## src/hw/rtl/fragment_retransmit_tracker_macros.svh

```systemverilog
// ----------------------------------------------------------------------------
// Fragment retransmit tracker assertion macros
// Concurrent assertion wrappers on clk with synchronous reset rst; empty
// bodies when SYNTHESIS is defined.
// ----------------------------------------------------------------------------
`ifndef FRAGMENT_RETRANSMIT_TRACKER_MACROS_SVH
`define FRAGMENT_RETRANSMIT_TRACKER_MACROS_SVH
`ifndef SYNTHESIS
`define FRT_ASSERT(label, prop, msg) \
  label: assert property (@(posedge clk) disable iff (rst) prop) else $error(msg);
`define FRT_ASSERT_NEXT(label, ante, cons, msg) \
  label: assert property (@(posedge clk) disable iff (rst) (ante) |=> (cons)) else $error(msg);
`else
`define FRT_ASSERT(label, prop, msg)
`define FRT_ASSERT_NEXT(label, ante, cons, msg)
`endif
`endif

```

## src/hw/rtl/frt_pkg.sv

```systemverilog
// ----------------------------------------------------------------------------
// Fragment retransmit tracker package
// Field widths, operation codes, register indexes and transaction types.
// ----------------------------------------------------------------------------
package frt_pkg;

  localparam int KIND_W     = 2;
  localparam int SIZE_W     = 12;
  localparam int ID_W       = 16;
  localparam int NUM_W      = 5;
  localparam int OFF_W      = 11;
  localparam int TIME_W     = 32;
  localparam int APB_ADDR_W = 3;
  localparam int APB_DATA_W = 32;
  localparam int MAX_OUT    = 32;
  localparam int EMIT_W     = $clog2(MAX_OUT);

  localparam logic [KIND_W-1:0] KIND_START = 2'd0;
  localparam logic [KIND_W-1:0] KIND_TICK  = 2'd1;
  localparam logic [KIND_W-1:0] KIND_ACK   = 2'd2;
  localparam logic [KIND_W-1:0] KIND_SEND  = 2'd3;

  localparam logic REG_FRAG_LIMIT = 1'b0;
  localparam logic REG_TIMEOUT    = 1'b1;

  localparam logic [SIZE_W-1:0] FRAG_LIMIT_RST = 12'd560;
  localparam logic [TIME_W-1:0] TIMEOUT_RST    = 32'd5000;

  typedef struct packed {
    logic [KIND_W-1:0] kind;
    logic [SIZE_W-1:0] msg_len;
    logic [ID_W-1:0]   frag_id;
  } item_t;

  typedef struct packed {
    logic              has_fragment;
    logic [NUM_W-1:0]  frag_number;
    logic [OFF_W-1:0]  byte_offset;
    logic [SIZE_W-1:0] frag_bytes;
    logic              last;
    logic              busy_res;
    logic              rejected;
  } result_t;

endpackage

```

## src/hw/rtl/frt_cfg.sv

```systemverilog
// ----------------------------------------------------------------------------
// Fragment retransmit tracker configuration registers
// APB-style register file holding the fragment limit and the resend limit.
// ----------------------------------------------------------------------------
module frt_cfg import frt_pkg::*; (
  input  logic                  clk,
  input  logic                  rst,
  input  logic                  psel,
  input  logic                  penable,
  input  logic                  pwrite,
  input  logic [APB_ADDR_W-1:0] paddr,
  input  logic [APB_DATA_W-1:0] pwdata,
  output logic [APB_DATA_W-1:0] prdata,
  output logic                  pready,
  output logic [SIZE_W-1:0]     frag_limit,
  output logic [TIME_W-1:0]     resend_limit
);

  logic wr_en;
  logic reg_sel;

  assign pready  = 1'b1;
  assign wr_en   = psel & penable & pwrite;
  assign reg_sel = paddr[2];

  always_ff @(posedge clk) begin
    if (rst) begin
      frag_limit   <= FRAG_LIMIT_RST;
      resend_limit <= TIMEOUT_RST;
    end else if (wr_en) begin
      if (reg_sel == REG_TIMEOUT) begin
        resend_limit <= pwdata[TIME_W-1:0];
      end else begin
        frag_limit <= pwdata[SIZE_W-1:0];
      end
    end
  end

  always_comb begin
    if (reg_sel == REG_TIMEOUT) begin
      prdata = resend_limit;
    end else begin
      prdata = {(APB_DATA_W - SIZE_W)'(0), frag_limit};
    end
  end

endmodule

```

## src/hw/rtl/frt_size_mem.sv

```systemverilog
// ----------------------------------------------------------------------------
// Fragment size memory
// One write port and one read port with registered read data.
// ----------------------------------------------------------------------------
module frt_size_mem #(
  parameter int DEPTH  = 32,
  parameter int ADDR_W = 5,
  parameter int DATA_W = 12
) (
  input  logic              clk,
  input  logic              wr_en,
  input  logic [ADDR_W-1:0] wr_addr,
  input  logic [DATA_W-1:0] wr_data,
  input  logic              rd_en,
  input  logic [ADDR_W-1:0] rd_addr,
  output logic [DATA_W-1:0] rd_data
);

  logic [DATA_W-1:0] mem [DEPTH];

  always_ff @(posedge clk) begin
    if (wr_en) begin
      mem[wr_addr] <= wr_data;
    end
  end

  // Hold the last read word while the reader stalls.
  always_ff @(posedge clk) begin
    if (rd_en) begin
      rd_data <= mem[rd_addr];
    end
  end

endmodule

```

## src/hw/rtl/fragment_retransmit_tracker.sv

```systemverilog
// ----------------------------------------------------------------------------
// Fragment retransmit tracker
// Transmit-side bookkeeping of a selective-repeat fragmenting sender.
// ----------------------------------------------------------------------------
// One input transaction is taken at a time. A start writes the fragment
// sizes of its message into the size memory one entry per cycle through
// its single write port, then gives its result. A send pass or a
// resending tick walks the size memory one entry per cycle through its
// read port, which has registered read data, while the result side does
// not stall. Acks, idle passes, rejected starts and ticks without resend
// go straight to their single result. Each transaction gives one or more
// result transactions; the last of them has last set, and the next input
// is taken as soon as that last result sits in the output register, even
// if it has not been taken yet.
// ----------------------------------------------------------------------------
module fragment_retransmit_tracker import frt_pkg::*; #(
  parameter int FRAG_SLOTS   = 32,
  parameter int BUFFER_BYTES = 2048
) (
  input  logic                  clk,
  input  logic                  rst,
  input  logic                  item_valid,
  output logic                  item_ready,
  input  item_t                 item,
  output logic                  result_valid,
  input  logic                  result_ready,
  output result_t               result,
  input  logic                  psel,
  input  logic                  penable,
  input  logic                  pwrite,
  input  logic [APB_ADDR_W-1:0] paddr,
  input  logic [APB_DATA_W-1:0] pwdata,
  output logic [APB_DATA_W-1:0] prdata,
  output logic                  pready
);

`include "fragment_retransmit_tracker_macros.svh"

  localparam int IDX_W = (FRAG_SLOTS > 1) ? $clog2(FRAG_SLOTS) : 1;
  localparam int TOT_W = $clog2(FRAG_SLOTS + 1);
  localparam int CAP_W = SIZE_W + TOT_W;
  localparam int BUF_W = 17;
  localparam logic [TOT_W-1:0] SLOTS_T = TOT_W'(FRAG_SLOTS);
  localparam logic [BUF_W-1:0] BUF_LIM = BUF_W'(BUFFER_BYTES);

  localparam logic [1:0] ST_IDLE   = 2'd0;
  localparam logic [1:0] ST_FILL   = 2'd1;
  localparam logic [1:0] ST_WALK   = 2'd2;
  localparam logic [1:0] ST_RESULT = 2'd3;

  // Configuration
  logic [SIZE_W-1:0] frag_limit;
  logic [TIME_W-1:0] resend_limit;

  // Transfer state
  logic [1:0]            state;
  logic                  active;
  logic [TOT_W-1:0]      frag_total;
  logic [FRAG_SLOTS-1:0] acked;
  logic [TIME_W-1:0]     elapsed;

  // Fill sequencer
  logic [SIZE_W-1:0] rest;
  logic [TOT_W-1:0]  widx;
  logic [SIZE_W-1:0] chunk;
  logic              mem_wr_en;

  // Walk sequencer: read issue and data stage
  logic [TOT_W-1:0]  ridx;
  logic              b_valid;
  logic [IDX_W-1:0]  b_idx;
  logic [SIZE_W-1:0] off;
  logic [EMIT_W-1:0] n_emit;
  logic [SIZE_W-1:0] rd_data;
  logic              rd_en;

  // Pending result flags of the current transaction
  logic res_rej;
  logic res_busy;

  // Derived control
  logic                  item_acc;
  logic                  out_free;
  logic                  res_load;
  logic [FRAG_SLOTS-1:0] pend_vec;
  logic [FRAG_SLOTS-1:0] above;
  logic                  any_pend;
  logic                  hi_pend;
  logic                  b_pend;
  logic                  b_last;
  logic                  b_go;
  logic                  advance;
  logic                  walk_done;
  logic [TIME_W-1:0]     elapsed_inc;
  logic                  timed_out;
  logic [CAP_W-1:0]      cap;
  logic                  too_big;
  logic                  id_ok;

  frt_cfg u_cfg (
    .clk          (clk),
    .rst          (rst),
    .psel         (psel),
    .penable      (penable),
    .pwrite       (pwrite),
    .paddr        (paddr),
    .pwdata       (pwdata),
    .prdata       (prdata),
    .pready       (pready),
    .frag_limit   (frag_limit),
    .resend_limit (resend_limit)
  );

  // Fill and walk never overlap, so the same entry is never written and
  // read in one cycle and the memory needs no forwarding.
  frt_size_mem #(
    .DEPTH  (FRAG_SLOTS),
    .ADDR_W (IDX_W),
    .DATA_W (SIZE_W)
  ) u_size_mem (
    .clk     (clk),
    .wr_en   (mem_wr_en),
    .wr_addr (widx[IDX_W-1:0]),
    .wr_data (chunk),
    .rd_en   (rd_en),
    .rd_addr (ridx[IDX_W-1:0]),
    .rd_data (rd_data)
  );

  assign item_ready = (state == ST_IDLE);
  assign item_acc   = item_valid & item_ready;
  assign out_free   = !result_valid || result_ready;

  // A slot is pending when it is part of the message and not yet acked.
  always_comb begin
    for (int j = 0; j < FRAG_SLOTS; j++) begin
      pend_vec[j] = !acked[j] && (TOT_W'(j) < frag_total);
      above[j]    = (IDX_W'(j) > b_idx);
    end
  end

  assign any_pend = |pend_vec;
  assign hi_pend  = |(pend_vec & above);

  // The timer runs as elapsed ticks since the last restart; wraps mod 2^32.
  assign elapsed_inc = elapsed + TIME_W'(1);
  assign timed_out   = elapsed_inc > resend_limit;

  // Message needs more slots than exist exactly when it exceeds
  // the fragment limit times the slot count.
  assign cap     = {TOT_W'(0), frag_limit} * {SIZE_W'(0), SLOTS_T};
  assign too_big = (frag_limit == '0)
                || ({(BUF_W - SIZE_W)'(0), item.msg_len} > BUF_LIM)
                || ({TOT_W'(0), item.msg_len} > cap);
  assign id_ok   = item.frag_id < ID_W'(frag_total);

  assign chunk     = (rest > frag_limit) ? frag_limit : rest;
  assign mem_wr_en = (state == ST_FILL) && (rest != '0);

  // Walk data stage: emit the slot if pending, always add its size to the
  // running offset. The last emission ends the pass; cap at MAX_OUT results.
  assign b_pend    = pend_vec[b_idx];
  assign b_last    = !hi_pend || (n_emit == EMIT_W'(MAX_OUT - 1));
  assign b_go      = b_valid && (!b_pend || out_free);
  assign advance   = !b_valid || b_go;
  assign walk_done = b_go && b_pend && b_last;
  assign rd_en     = (state == ST_WALK) && advance && (ridx < frag_total) && !walk_done;

  // A new result enters the output register this cycle.
  assign res_load = ((state == ST_WALK) && b_go && b_pend)
                 || ((state == ST_RESULT) && out_free);

  always_ff @(posedge clk) begin
    if (rst) begin
      state        <= ST_IDLE;
      active       <= 1'b0;
      frag_total   <= '0;
      acked        <= '0;
      elapsed      <= '0;
      result_valid <= 1'b0;
      b_valid      <= 1'b0;
    end else begin
      // Drop the output once it has been taken, unless a new one loads.
      if (result_valid && result_ready && !res_load) begin
        result_valid <= 1'b0;
      end
      case (state)
        ST_IDLE: begin
          if (item_acc) begin
            res_rej <= (item.kind == KIND_START) && too_big;
            case (item.kind)
              KIND_START: begin
                if (too_big) begin
                  // Refuse and leave the ongoing transfer untouched.
                  res_busy <= active;
                  state    <= ST_RESULT;
                end else begin
                  acked    <= '0;
                  active   <= 1'b1;
                  elapsed  <= '0;
                  rest     <= item.msg_len;
                  widx     <= '0;
                  res_busy <= 1'b1;
                  state    <= ST_FILL;
                end
              end
              KIND_TICK: begin
                if (active) begin
                  active   <= any_pend;
                  res_busy <= any_pend;
                  if (timed_out) begin
                    elapsed <= '0;
                  end else begin
                    elapsed <= elapsed_inc;
                  end
                  if (timed_out && any_pend) begin
                    ridx    <= '0;
                    off     <= '0;
                    n_emit  <= '0;
                    b_valid <= 1'b0;
                    state   <= ST_WALK;
                  end else begin
                    state <= ST_RESULT;
                  end
                end else begin
                  // Idle sender: only advance time.
                  elapsed  <= elapsed_inc;
                  res_busy <= 1'b0;
                  state    <= ST_RESULT;
                end
              end
              KIND_ACK: begin
                // Acks outside the message are ignored, even while idle.
                if (id_ok) begin
                  acked[item.frag_id[IDX_W-1:0]] <= 1'b1;
                end
                res_busy <= active;
                state    <= ST_RESULT;
              end
              KIND_SEND: begin
                res_busy <= active;
                if (active && any_pend) begin
                  ridx    <= '0;
                  off     <= '0;
                  n_emit  <= '0;
                  b_valid <= 1'b0;
                  state   <= ST_WALK;
                end else begin
                  state <= ST_RESULT;
                end
              end
              default: begin
                state <= ST_RESULT;
              end
            endcase
          end
        end
        ST_FILL: begin
          // Cut one fragment per cycle; the count of cuts is the total.
          if (rest == '0) begin
            frag_total <= widx;
            state      <= ST_RESULT;
          end else begin
            rest <= rest - chunk;
            widx <= widx + TOT_W'(1);
          end
        end
        ST_WALK: begin
          if (rd_en) begin
            ridx    <= ridx + TOT_W'(1);
            b_valid <= 1'b1;
            b_idx   <= ridx[IDX_W-1:0];
          end else if (b_go) begin
            b_valid <= 1'b0;
          end
          if (b_go) begin
            off <= off + rd_data;
            if (b_pend) begin
              result_valid        <= 1'b1;
              result.has_fragment <= 1'b1;
              result.frag_number  <= NUM_W'(b_idx);
              result.byte_offset  <= off[OFF_W-1:0];
              result.frag_bytes   <= rd_data;
              result.last         <= b_last;
              result.busy_res     <= res_busy;
              result.rejected     <= 1'b0;
              n_emit              <= n_emit + EMIT_W'(1);
            end
          end
          if (walk_done) begin
            state <= ST_IDLE;
          end
        end
        ST_RESULT: begin
          // Single result with no fragment: hold until the output frees.
          if (out_free) begin
            result_valid        <= 1'b1;
            result.has_fragment <= 1'b0;
            result.frag_number  <= '0;
            result.byte_offset  <= '0;
            result.frag_bytes   <= '0;
            result.last         <= 1'b1;
            result.busy_res     <= res_busy;
            result.rejected     <= res_rej;
            state               <= ST_IDLE;
          end
        end
        default: begin
          state <= ST_IDLE;
        end
      endcase
    end
  end

  // Every accepted transaction takes the sequencer out of idle, so ready drops.
  `FRT_ASSERT_NEXT(a_accept_leaves_idle, item_valid && item_ready, !item_ready, "input taken twice in a row")
  // A result without a fragment is always the only result of its transaction.
  `FRT_ASSERT(a_null_result_last, (result_valid && !result.has_fragment) |-> result.last, "empty result without last")
  // A refused start never carries a fragment.
  `FRT_ASSERT(a_reject_no_frag, (result_valid && result.rejected) |-> !result.has_fragment, "rejected result carries fragment")
  // The fill never writes past the slot count.
  `FRT_ASSERT(a_fill_in_range, (state == ST_FILL && rest != '0) |-> (widx < SLOTS_T), "fill beyond fragment slots")
  // Emitted fragments are never empty.
  `FRT_ASSERT(a_frag_nonempty, (result_valid && result.has_fragment) |-> (result.frag_bytes != '0), "empty fragment emitted")

endmodule

```

## config.mk

```make
export PLATFORM = sky130hd
export DESIGN_NAME = fragment_retransmit_tracker
export DESIGN_NICKNAME = d
export VERILOG_FILES = /design/src/hw/rtl/frt_pkg.sv /design/src/hw/rtl/frt_cfg.sv /design/src/hw/rtl/frt_size_mem.sv /design/src/hw/rtl/fragment_retransmit_tracker.sv
export VERILOG_INCLUDE_DIRS = /design/src /design/src/hw/rtl
export SDC_FILE = /design/constraint.sdc
export NUM_CORES = 1
export LEC_CHECK = 0
export BUFFER_PORTS_ARGS = -buffer_cell sky130_fd_sc_hd__buf_2
export CAP_MARGIN = 20
export CORE_ASPECT_RATIO = 2
export CORE_MARGIN = 2
export CORE_UTILIZATION = 30
export CTS_CLUSTER_DIAMETER = 150
export DETAILED_ROUTE_END_ITERATION = 6
export PLACE_DENSITY = 0.48
export SYNTH_ARGS = -nofsm -noshare
export SYNTH_HDL_FRONTEND = slang
export SYNTH_SLANG_ARGS = --single-unit
```

## constraint.sdc

```tcl
create_clock -name clk -period 6.35 [get_ports clk]
set_input_delay 0.635 -clock clk [delete_from_list [all_inputs] [get_ports clk]]
set_output_delay 0.635 -clock clk [all_outputs]
set_load 0.005 [all_outputs]
```

==> results.sh, run 1 <==
export IMPL_grt_antenna_before_repair=0
export IMPL_yosysTopAreaCell="edfxtp_1"
export IMPL_path_clk_slew_ns=0.07
export IMPL_drv_slew=0
export IMPL_r2r_cells=17
export IMPL_post_cts_buffers=0
export IMPL_io_pins=139
export IMPL_dieArea_um2=93700
export IMPL_drc=0
export IMPL_grt_overflow_total=0
export IMPL_dp_final_hpwl_um=58500
export IMPL_finalSetupViolCount=0
export IMPL_status="finished clean"
export IMPL_synth_edf_count=475
export IMPL_wl_per_cell_um=23.7
export IMPL_hold_violations=0
export IMPL_arrival_ns=5.75
export IMPL_crit_fanout=7
export IMPL_via_per_inst=5.14
export IMPL_cts_sinks=594
export IMPL_slew_headroom_pct=27.9
export IMPL_fin_worst_skew_ns=0.0329
export IMPL_hold_start="pwdata[3]"
export IMPL_vdd_drop_max_mv=0.213
export IMPL_place_congestion=0.900
export IMPL_rsz0062_at_grt="false"
export IMPL_drv_cap=0
export IMPL_r2r_start="elapsed[2]$_SDFFE_PP0P_"
export IMPL_worstPathRequired_ns=6.62
export IMPL_synth_seq_cells=594
export IMPL_initial_core_util_pct=30.3
export IMPL_synth_cell_area_um2=27300
export IMPL_whs_path_depth=2
export IMPL_fin_crit_sh_pct=86.3
export IMPL_ys_flop_type="edfxtp_1"
export IMPL_worstSkewPairLatency_ns=0.62
export IMPL_power_density_nw_per_um2=263
export IMPL_cts_tree="yes"
export IMPL_finalWirelength_um=80200
export IMPL_synthDistinctLibCells=69
export IMPL_grtUsageTotal_pct=17.1
export IMPL_die_h_um=431
export IMPL_ant_nets=0
export IMPL_yosys_area_top_type_share_pct=52.2
export IMPL_dr_pass1_iters=5
export IMPL_core_area_um2=90400
export IMPL_yosysMostFrequentCell="edfxtp_1"
export IMPL_hold_end="u_cfg.resend_limit[3]$_SDFFE_PP1P_"
export IMPL_cts_hold_fix_buffers=0
export IMPL_yosysSeqAreaShare_pct=60.9
export IMPL_rrSetupSlack_ns=0.87
export IMPL_cts_repair_resized=0
export IMPL_ys_top_cells_by_count="475 x edfxtp_1, 172 x nor2_1, 164 x nand2_1, 121 x mux4_2, 119 x dfxtp_1"
export IMPL_clockBufferDepth=3
export IMPL_drt_iter0_markers=1239
export IMPL_yosysWarnings=0
export IMPL_crit_type="flip-flop to flip-flop"
export IMPL_die_width_um=217
export IMPL_synthCells=2028
export IMPL_worstHoldPathType="input pin to flip-flop"
export IMPL_port_buffers=135
export IMPL_fin_setup_tns_ns=0
export IMPL_fin_crit_ns=5.48
export IMPL_synth_async_sr_flop_share_pct=0
export IMPL_r2r_end="n_emit[1]$_SDFFCE_PN0P_"
export IMPL_leakage_nw=10.7
export IMPL_cts_max_level=2
export IMPL_p_total_mw=8.22
export IMPL_worst_pin_slew_ns=1.08
export IMPL_ctsRootBufferMaster="clkbuf_16"
export IMPL_startpoint_type="flip-flop"
export IMPL_crit_path_end_kind="flip-flop"
export IMPL_cts_buffers=54
export IMPL_grt_pass1_wl_um=119000
export IMPL_drive_gt1_share_pct=20.3
export IMPL_syn_avg_cell_area_um2=13.5
export IMPL_area_growth_syn_to_layout_pct=14.4
export IMPL_diodes=0
export IMPL_synth_nets=2192
export IMPL_vias=17400
export IMPL_final_nets=2322
export IMPL_rows=156
export IMPL_grt_max_degree=101
export IMPL_first_global_vias=18200
export IMPL_yosys_top_cells_area="edfxtp_1 52%, mux4_2 10%, dfxtp_1 8.7%, ha_1 4.1%, nor2_1 2.4%"
export IMPL_fmax_ghz=0.182
-- area by class of cell --
class	instances	area, um2
Clock buffer	65	1430
Clock inverter	27	289
Fill cell	8687	59100
Inverter	91	342
Multi-Input combinational cell	1239	10000
Sequential cell	594	16600
Tap cell	1185	1480
Timing Repair Buffer	178	1070
-- worst max-delay path by stage --
stage	from	end	slack [ns]	cells after the start
floorplan	rest[1]$_DFFE_PP_	rest[10]$_DFFE_PP_	1.21	18
global placement	elapsed[7]$_SDFFE_PP0P_	off[6]$_SDFFCE_PN0P_	0.98	18
detailed placement	elapsed[2]$_SDFFE_PP0P_	n_emit[1]$_SDFFCE_PN0P_	0.82	17
CTS	elapsed[2]$_SDFFE_PP0P_	n_emit[0]$_SDFFCE_PN0P_	0.77	17
global route	elapsed[2]$_SDFFE_PP0P_	n_emit[3]$_SDFFCE_PN0P_	0.23	17
finish	elapsed[2]$_SDFFE_PP0P_	n_emit[1]$_SDFFCE_PN0P_	0.87	17
-- layer usage --
layer / track usage (%) / vias to the layer above / part of all wire (%)
li1: - / 7970 / -
met1: 16.4 / 8778 / 33
met2: 34.7 / 448 / 58
met3: 1.66 / 175 / 3.0
met4: 9.31 / 0 / 5.7
met5: 0 / - / 0
-- state kept, by name, summed over array words and instances (netlist names) --
register            flops
u_size_mem.mem        384
acked                  32
elapsed                32
result                 32
u_cfg.resend_limit     32
rest                   12
u_cfg.frag_limit       12
u_size_mem.rd_data     12
off                    11
frag_total              6
ridx                    6
widx                    6
b_idx                   5
n_emit                  5
state                   2
active                  1
b_valid                 1
res_busy                1
res_rej                 1
result_valid            1
-- logic make-up after synthesis --
group,after synthesis,share of synthesized area (%)
other cells,1,0.0137
compound gates,380,9.40
simple gates,563,9.74
mux,150,11.1
fa+ha+maj,93,4.30
xor+xnor,52,1.67
flops,594,60.9
buf+inv,195,2.89
-- cell usage in the layout, fill, tap and decap left out, types with 37 or more instances in the layout --
master	netlist	layout
edfxtp_1	475	475
clkbuf_16	0	55
buf_2	16	135
ha_1	90	90
nand2_1	164	164
o21ai_0	59	58
a21oi_1	111	111
nor2_1	172	142
inv_1	89	89
o21a_1	41	41
mux4_2	121	121
dfxtp_1	119	119
buf_4	4	37
-- worst max-delay path: stages, from the launching register on --
cell and delay (ns):
dfxtp_1 0.45, nand3_1 0.15, nor4_1 0.46, nand3_1 0.28
nor2_1 0.40, and3_1 0.42, nand3_1 0.14, xnor2_1 0.17
ha_1 0.35, nand4_1 0.18, nor4_1 0.34, buf_4 0.20
nor3b_1 0.28, a211oi_1 0.15, o41ai_1 0.43, buf_4 0.21
nand2b_1 0.10, a21oi_1 0.44
-- metrics by stage --
| step | instance area (um2) | std cells | setup slack (ns) | hold WS, ns | util, % |
|---|---|---|---|---|---|
| 2_1_floorplan | 27300 | 2028 | 1.21 | 0.400 | - |
| 5_1_grt | 31300 | 3379 | 0.233 | 0.225 | 34.6 |
| 4_1_cts | 31200 | 3374 | 0.766 | 0.200 | 34.5 |
| 3_3_place_gp | 29500 | 3282 | 0.982 | 0.413 | 32.6 |
| 6_report | 31300 | 3379 | 0.868 | 0.227 | 34.6 |
| 3_5_place_dp | 29500 | 3282 | 0.824 | 0.421 | 32.6 |
-- where the power goes --
| part | internal (mW) | switching, mW | total [mW] |
|---|---|---|---|
| sequential | 4.28 | 0.0360 | 4.31 |
| combinational | 0.227 | 0.391 | 0.618 |
| clock | 1.78 | 1.51 | 3.29 |
Power figures use the tool's default switching activity.
==> inputs of run 2 (changes only) <==
==> constraint.sdc (replaced) <==
create_clock -name clk -period 6.7 [get_ports clk]
set_input_delay 0.67 -clock clk [delete_from_list [all_inputs] [get_ports clk]]
set_output_delay 0.67 -clock clk [all_outputs]
set_load 0.005 [all_outputs]
==> results.sh, run 2 (same netlist as run 1, synthesis figures left out) <==
export IMPL_port_buffers=135
export IMPL_p_total_mw=7.78
export IMPL_area_growth_syn_to_layout_pct=14.2
export IMPL_fin_worst_skew_ns=0.0376
export IMPL_busiest_layer="met2"
export IMPL_crit_type="flip-flop to flip-flop"
export IMPL_dieArea_um2=93700
export IMPL_slew_headroom_pct=30.5
export IMPL_largest_reg_flops=384
export IMPL_core_area_um2=90400
export IMPL_worst_pin_slew_ns=1.04
export IMPL_worstSkewPairLatency_ns=0.64
export IMPL_grt_use_met3_pct=1.81
export IMPL_finalWirelength_um=79800
export IMPL_initial_core_util_pct=30.3
export IMPL_final_cells=3376
export IMPL_crit_fanout=7
export IMPL_worstPathRequired_ns=6.96
export IMPL_placedInstanceArea_um2=29400
export IMPL_final_cell_mix="475 x edfxtp_1, 164 x nand2_1, 142 x nor2_1"
export IMPL_io_pins=139
export IMPL_arrival_ns=6.18
export IMPL_cts_tree="yes"
export IMPL_fin_area_um2=31200
export IMPL_fmax_ghz=0.169
export IMPL_cts_hold_fix_buffers=0
export IMPL_dr_pass1_iters=5
export IMPL_drv_cap=0
export IMPL_power_density_nw_per_um2=249
export IMPL_met1_usage_pct=16.1
export IMPL_dp_final_hpwl_um=58100
export IMPL_worstHoldPathType="input pin to flip-flop"
export IMPL_cts_repair_resized=0
export IMPL_path_clk_slew_ns=0.06
export IMPL_vdd_drop_max_mv=0.209
export IMPL_finalSetupViolCount=0
export IMPL_leakage_nw=10.6
export IMPL_grt_antenna_before_repair=1
export IMPL_die_h_um=431
export IMPL_layout_commonest_cell="edfxtp_1"
export IMPL_vias=17300
export IMPL_grtUsageTotal_pct=17.0
export IMPL_drt_iter0_markers=1035
export IMPL_status="finished clean"
export IMPL_ctsRootBufferMaster="clkbuf_16"
export IMPL_hold_slack_ns=0.254
export IMPL_grt_max_degree=102
export IMPL_final_nets=2315
export IMPL_grt_overflow_total=0
export IMPL_post_cts_buffers=0
export IMPL_place_congestion=0.929
export IMPL_wl_per_cell_um=23.6
export IMPL_startpoint_type="flip-flop"
export IMPL_ant_nets=0
export IMPL_rsz0062_at_grt="false"
export IMPL_cts_max_level=2
export IMPL_use_met2_pct=34.6
export IMPL_die_width_um=217
export IMPL_cts_sinks=594
export IMPL_via_per_inst=5.11
export IMPL_drc=0
export IMPL_drv_slew=0
export IMPL_place_inst=3279
export IMPL_rows=156
export IMPL_cts_buffers=54
export IMPL_clockBufferDepth=3
export IMPL_fin_crit_ns=5.92
export IMPL_fin_setup_tns_ns=0
export IMPL_grt_pass1_wl_um=117000
export IMPL_top_register="u_size_mem.mem"
export IMPL_hold_violations=0
export IMPL_first_global_vias=18100
export IMPL_drive_gt1_share_pct=20.0
export IMPL_crit_path_end_kind="flip-flop"
export IMPL_fin_crit_sh_pct=88.4
-- run 2: cell count changes in the layout (fill, tap and decap cells not counted), sizes merged --
cell	before	now
clkinv	16	18
diode	0	1
clkinvlp	5	2
bufinv	4	1
clkbuf	65	76
inv	93	89
buf	178	171
-- run 2: final timing paths --
kind,end,startpoint,depth (start not counted),slack [ns]
worst max-delay path,ridx[5]$_SDFFCE_PN0P_,elapsed[2]$_SDFFE_PP0P_,15,0.78
worst min-delay path,u_cfg.resend_limit[12]$_SDFFE_PP1P_,pwdata[12],2,0.25
worst max register to register,ridx[5]$_SDFFCE_PN0P_,elapsed[2]$_SDFFE_PP0P_,15,0.78
worst min register to register,result[1]$_DFFE_PP_,res_busy$_DFFE_PP_,0,0.42
-- run 2: final cells by class --
cell class | count | area [um2]
Inverter | 91 | 342
Fill cell | 8758 | 59100
Timing Repair Buffer | 171 | 987
Multi-Input combinational cell | 1239 | 10000
Clock inverter | 19 | 178
Tap cell | 1185 | 1480
Clock buffer | 76 | 1580
Antenna cell | 1 | 2.50
Sequential cell | 594 | 16600
-- run 2: worst max-delay path, stage by stage (launching register included) --
cell      delay (ns)
dfxtp_1         0.47
nand3_1         0.17
nor4_1          0.47
nand3_1         0.29
nor2_1          0.41
and3_1          0.40
nand3_1         0.13
xnor2_1         0.17
ha_1            0.33
nand4_1         0.20
nor4_1          0.54
nor3b_1         0.34
a211oi_1        0.17
o41ai_1         0.74
nand2b_1        0.22
a21oi_1         0.50
-- run 2: power by group --
| group | internal, mW | total (mW) | switching [mW] |
|---|---|---|---|
| clock network | 1.69 | 3.12 | 1.43 |
| registers | 4.05 | 4.09 | 0.0353 |
| logic | 0.206 | 0.570 | 0.363 |
-- run 2: through the flow --
stage                     utilization (%)  worst slack [ns]
after detailed placement             32.6             0.816
after CTS                            34.5             0.766
after global placement               32.6             0.864
after floorplan                         -              1.56
after global routing                 34.6             0.390
final                                34.6             0.780
-- run 2: routing by layer --
metal	part of all wire, %	up-vias	wire length (um)
li1	-	7944	-
met1	33	8741	26300
met2	59	416	46700
met3	3.2	156	2530
met4	5.3	0	4210
met5	0	-	0
==> inputs of run 3 (changes only) <==
--- a/config.mk
+++ b/config.mk
@@ -10,10 +10,11 @@
 export CAP_MARGIN = 20
 export CORE_ASPECT_RATIO = 2
 export CORE_MARGIN = 2
-export CORE_UTILIZATION = 30
+export CORE_UTILIZATION = 48
 export CTS_CLUSTER_DIAMETER = 150
 export DETAILED_ROUTE_END_ITERATION = 6
-export PLACE_DENSITY = 0.48
+export PLACE_DENSITY = 0.68
+export RECOVER_POWER = 50
 export SYNTH_ARGS = -nofsm -noshare
 export SYNTH_HDL_FRONTEND = slang
 export SYNTH_SLANG_ARGS = --single-unit
==> results.sh, run 3 (same netlist as run 1, synthesis figures left out) <==
export IMPL_worstPathRequired_ns=6.93
export IMPL_path_clk_slew_ns=0.07
export IMPL_fill_cells=4751
export IMPL_drive_gt1_share_pct=16.2
export IMPL_fin_worst_skew_ns=0.0363
export IMPL_status="complete, but fails checks"
export IMPL_startpoint="elapsed[2]$_SDFFE_PP0P_"
export IMPL_rsz0062_at_grt="false"
export IMPL_slew_headroom_pct=-159
export IMPL_port_buffers=135
export IMPL_hold_violations=0
export IMPL_cts_hold_fix_buffers=0
export IMPL_arrival_ns=6.29
export IMPL_vias=17600
export IMPL_fin_setup_tns_ns=0
export IMPL_fmax_ghz=0.165
export IMPL_power_density_nw_per_um2=253
export IMPL_dr_pass1_iters=6
export IMPL_layout_commonest_cell="edfxtp_1"
export IMPL_crit_path_end_kind="flip-flop"
export IMPL_dp_final_hpwl_um=52100
export IMPL_worstSkewPairLatency_ns=0.61
export IMPL_dieArea_um2=59000
export IMPL_area_growth_syn_to_layout_pct=11.7
export IMPL_clkPwrFrac_pct=39.9
export IMPL_final_cells=2960
export IMPL_cts_max_level=2
export IMPL_final_nets=2332
export IMPL_first_global_vias=18200
export IMPL_violations="capacitance limit, slew limit"
export IMPL_fin_crit_sh_pct=90.4
export IMPL_diodes=0
export IMPL_ctsRootBufferMaster="clkbuf_16"
export IMPL_worstHoldPathType="input pin to flip-flop"
export IMPL_seq_power_share_pct=52.9
export IMPL_post_cts_buffers=0
export IMPL_clockBufferDepth=3
export IMPL_finalWirelength_um=72500
export IMPL_vdd_drop_max_mv=0.183
export IMPL_final_cell_mix="475 x edfxtp_1, 164 x nor2_1, 164 x nand2_1"
export IMPL_ant_nets=0
export IMPL_r2r_start="elapsed[2]$_SDFFE_PP0P_"
export IMPL_io_pins=139
export IMPL_grtUsageTotal_pct=24.3
export IMPL_grt_overflow_total=0
export IMPL_p_total_mw=7.73
export IMPL_utilization_pct=54.2
export IMPL_startpoint_type="flip-flop"
export IMPL_fin_crit_ns=6.06
export IMPL_wl_per_cell_um=24.5
export IMPL_crit_fanout=7
export IMPL_drv_cap=6
export IMPL_die_width_um=173
export IMPL_place_congestion=0.948
export IMPL_cts_buffers=52
export IMPL_crit_type="flip-flop to flip-flop"
export IMPL_hold_start="pwdata[12]"
export IMPL_largest_reg_flops=384
export IMPL_via_per_inst=5.95
export IMPL_drc=0
export IMPL_swShare_pct=22.7
export IMPL_p_comb_share_pct=7.2
export IMPL_grt_pass1_wl_um=108000
export IMPL_core_area_um2=56300
export IMPL_drt_iter0_markers=1231
export IMPL_grt_antenna_before_repair=0
export IMPL_cts_tree="yes"
export IMPL_finalWorstSetupSlack_ns=0.640
export IMPL_rows=123
export IMPL_place_inst=2860
export IMPL_grt_max_degree=101
export IMPL_leakage_nw=10.5
export IMPL_initial_core_util_pct=48.5
export IMPL_p_switching_mw=1.75
export IMPL_drv_slew=279
export IMPL_power_internal_mw=5.98
export IMPL_cts_sinks=594
export IMPL_die_h_um=342
export IMPL_worst_pin_slew_ns=3.89
export IMPL_cts_repair_resized=0
export IMPL_top_register="u_size_mem.mem"
export IMPL_finalSetupViolCount=0
export IMPL_detailedPlace_worstSlack_ns=0.848
## run 3: changes by cell type in the layout (fill, tap and decap cells not counted), sizes merged
cell and delta:
clkbuf +75, buf -65, bufinv +4, clkinv +3, inv +3, diode -1
## run 3: final cells by class
cell class	instances	area, um2	area share [%]
Sequential cell	594	16600	54.5
Multi-Input combinational cell	1239	9950	32.6
Clock buffer	67	1430	4.69
Tap cell	750	938	3.07
Timing Repair Buffer	190	917	3.00
Inverter	91	342	1.12
Clock inverter	29	304	0.996
## run 3: through the flow
step                cell area, um2  hold slack, ns
floorplan                    27300           0.400
global placement             28900           0.411
CTS                          30700           0.236
finish                       30500           0.260
global route                 30500           0.249
detailed placement           29000           0.423
## run 3: path summary, 6_finish.rpt
| check | endpoint | depth (start not counted) | slack [ns] |
|---|---|---|---|
| hold / removal | u_cfg.resend_limit[12]$_SDFFE_PP1P_ | 2 | 0.26 |
| setup reg to reg | ridx[4]$_SDFFCE_PN0P_ | 15 | 0.64 |
| hold reg to reg | result[1]$_DFFE_PP_ | 0 | 0.44 |
| setup / recovery | ridx[4]$_SDFFCE_PN0P_ | 15 | 0.64 |
## run 3: routing by layer
metal	share of wire [%]	up-vias	wire (um)	GRT usage (%)
met1	33	8843	23900	23.6
met2	56	537	40800	47.9
li1	-	7998	-	-
met3	3.5	220	2560	2.74
met4	7.2	0	5250	15.6
met5	0	-	0	0
## run 3: power groups by stage
stage / clock [mW] / combinational (mW) / sequential, mW
2_1_floorplan: 0 / 0.368 / 4.15
3_3_place_gp: 0 / 0.536 / 4.17
3_5_place_dp: 0 / 0.555 / 4.17
4_1_cts: 3.13 / 0.557 / 4.09
5_1_grt: 3.25 / 0.608 / 4.09
6_report: 3.08 / 0.556 / 4.09
## run 3: critical path: stages, from the launching register on
cell,delay [ns]
dfxtp_1,0.46
nand3_1,0.17
nor4_1,0.46
nand3_1,0.26
nor2_1,0.40
and3_1,0.40
nand3_1,0.14
xnor2_1,0.17
ha_1,0.32
nand4_1,0.18
nor4_1,0.62
nor3b_1,0.41
a211oi_1,0.16
o41ai_1,0.79
nand2b_1,0.21
a21oi_1,0.53
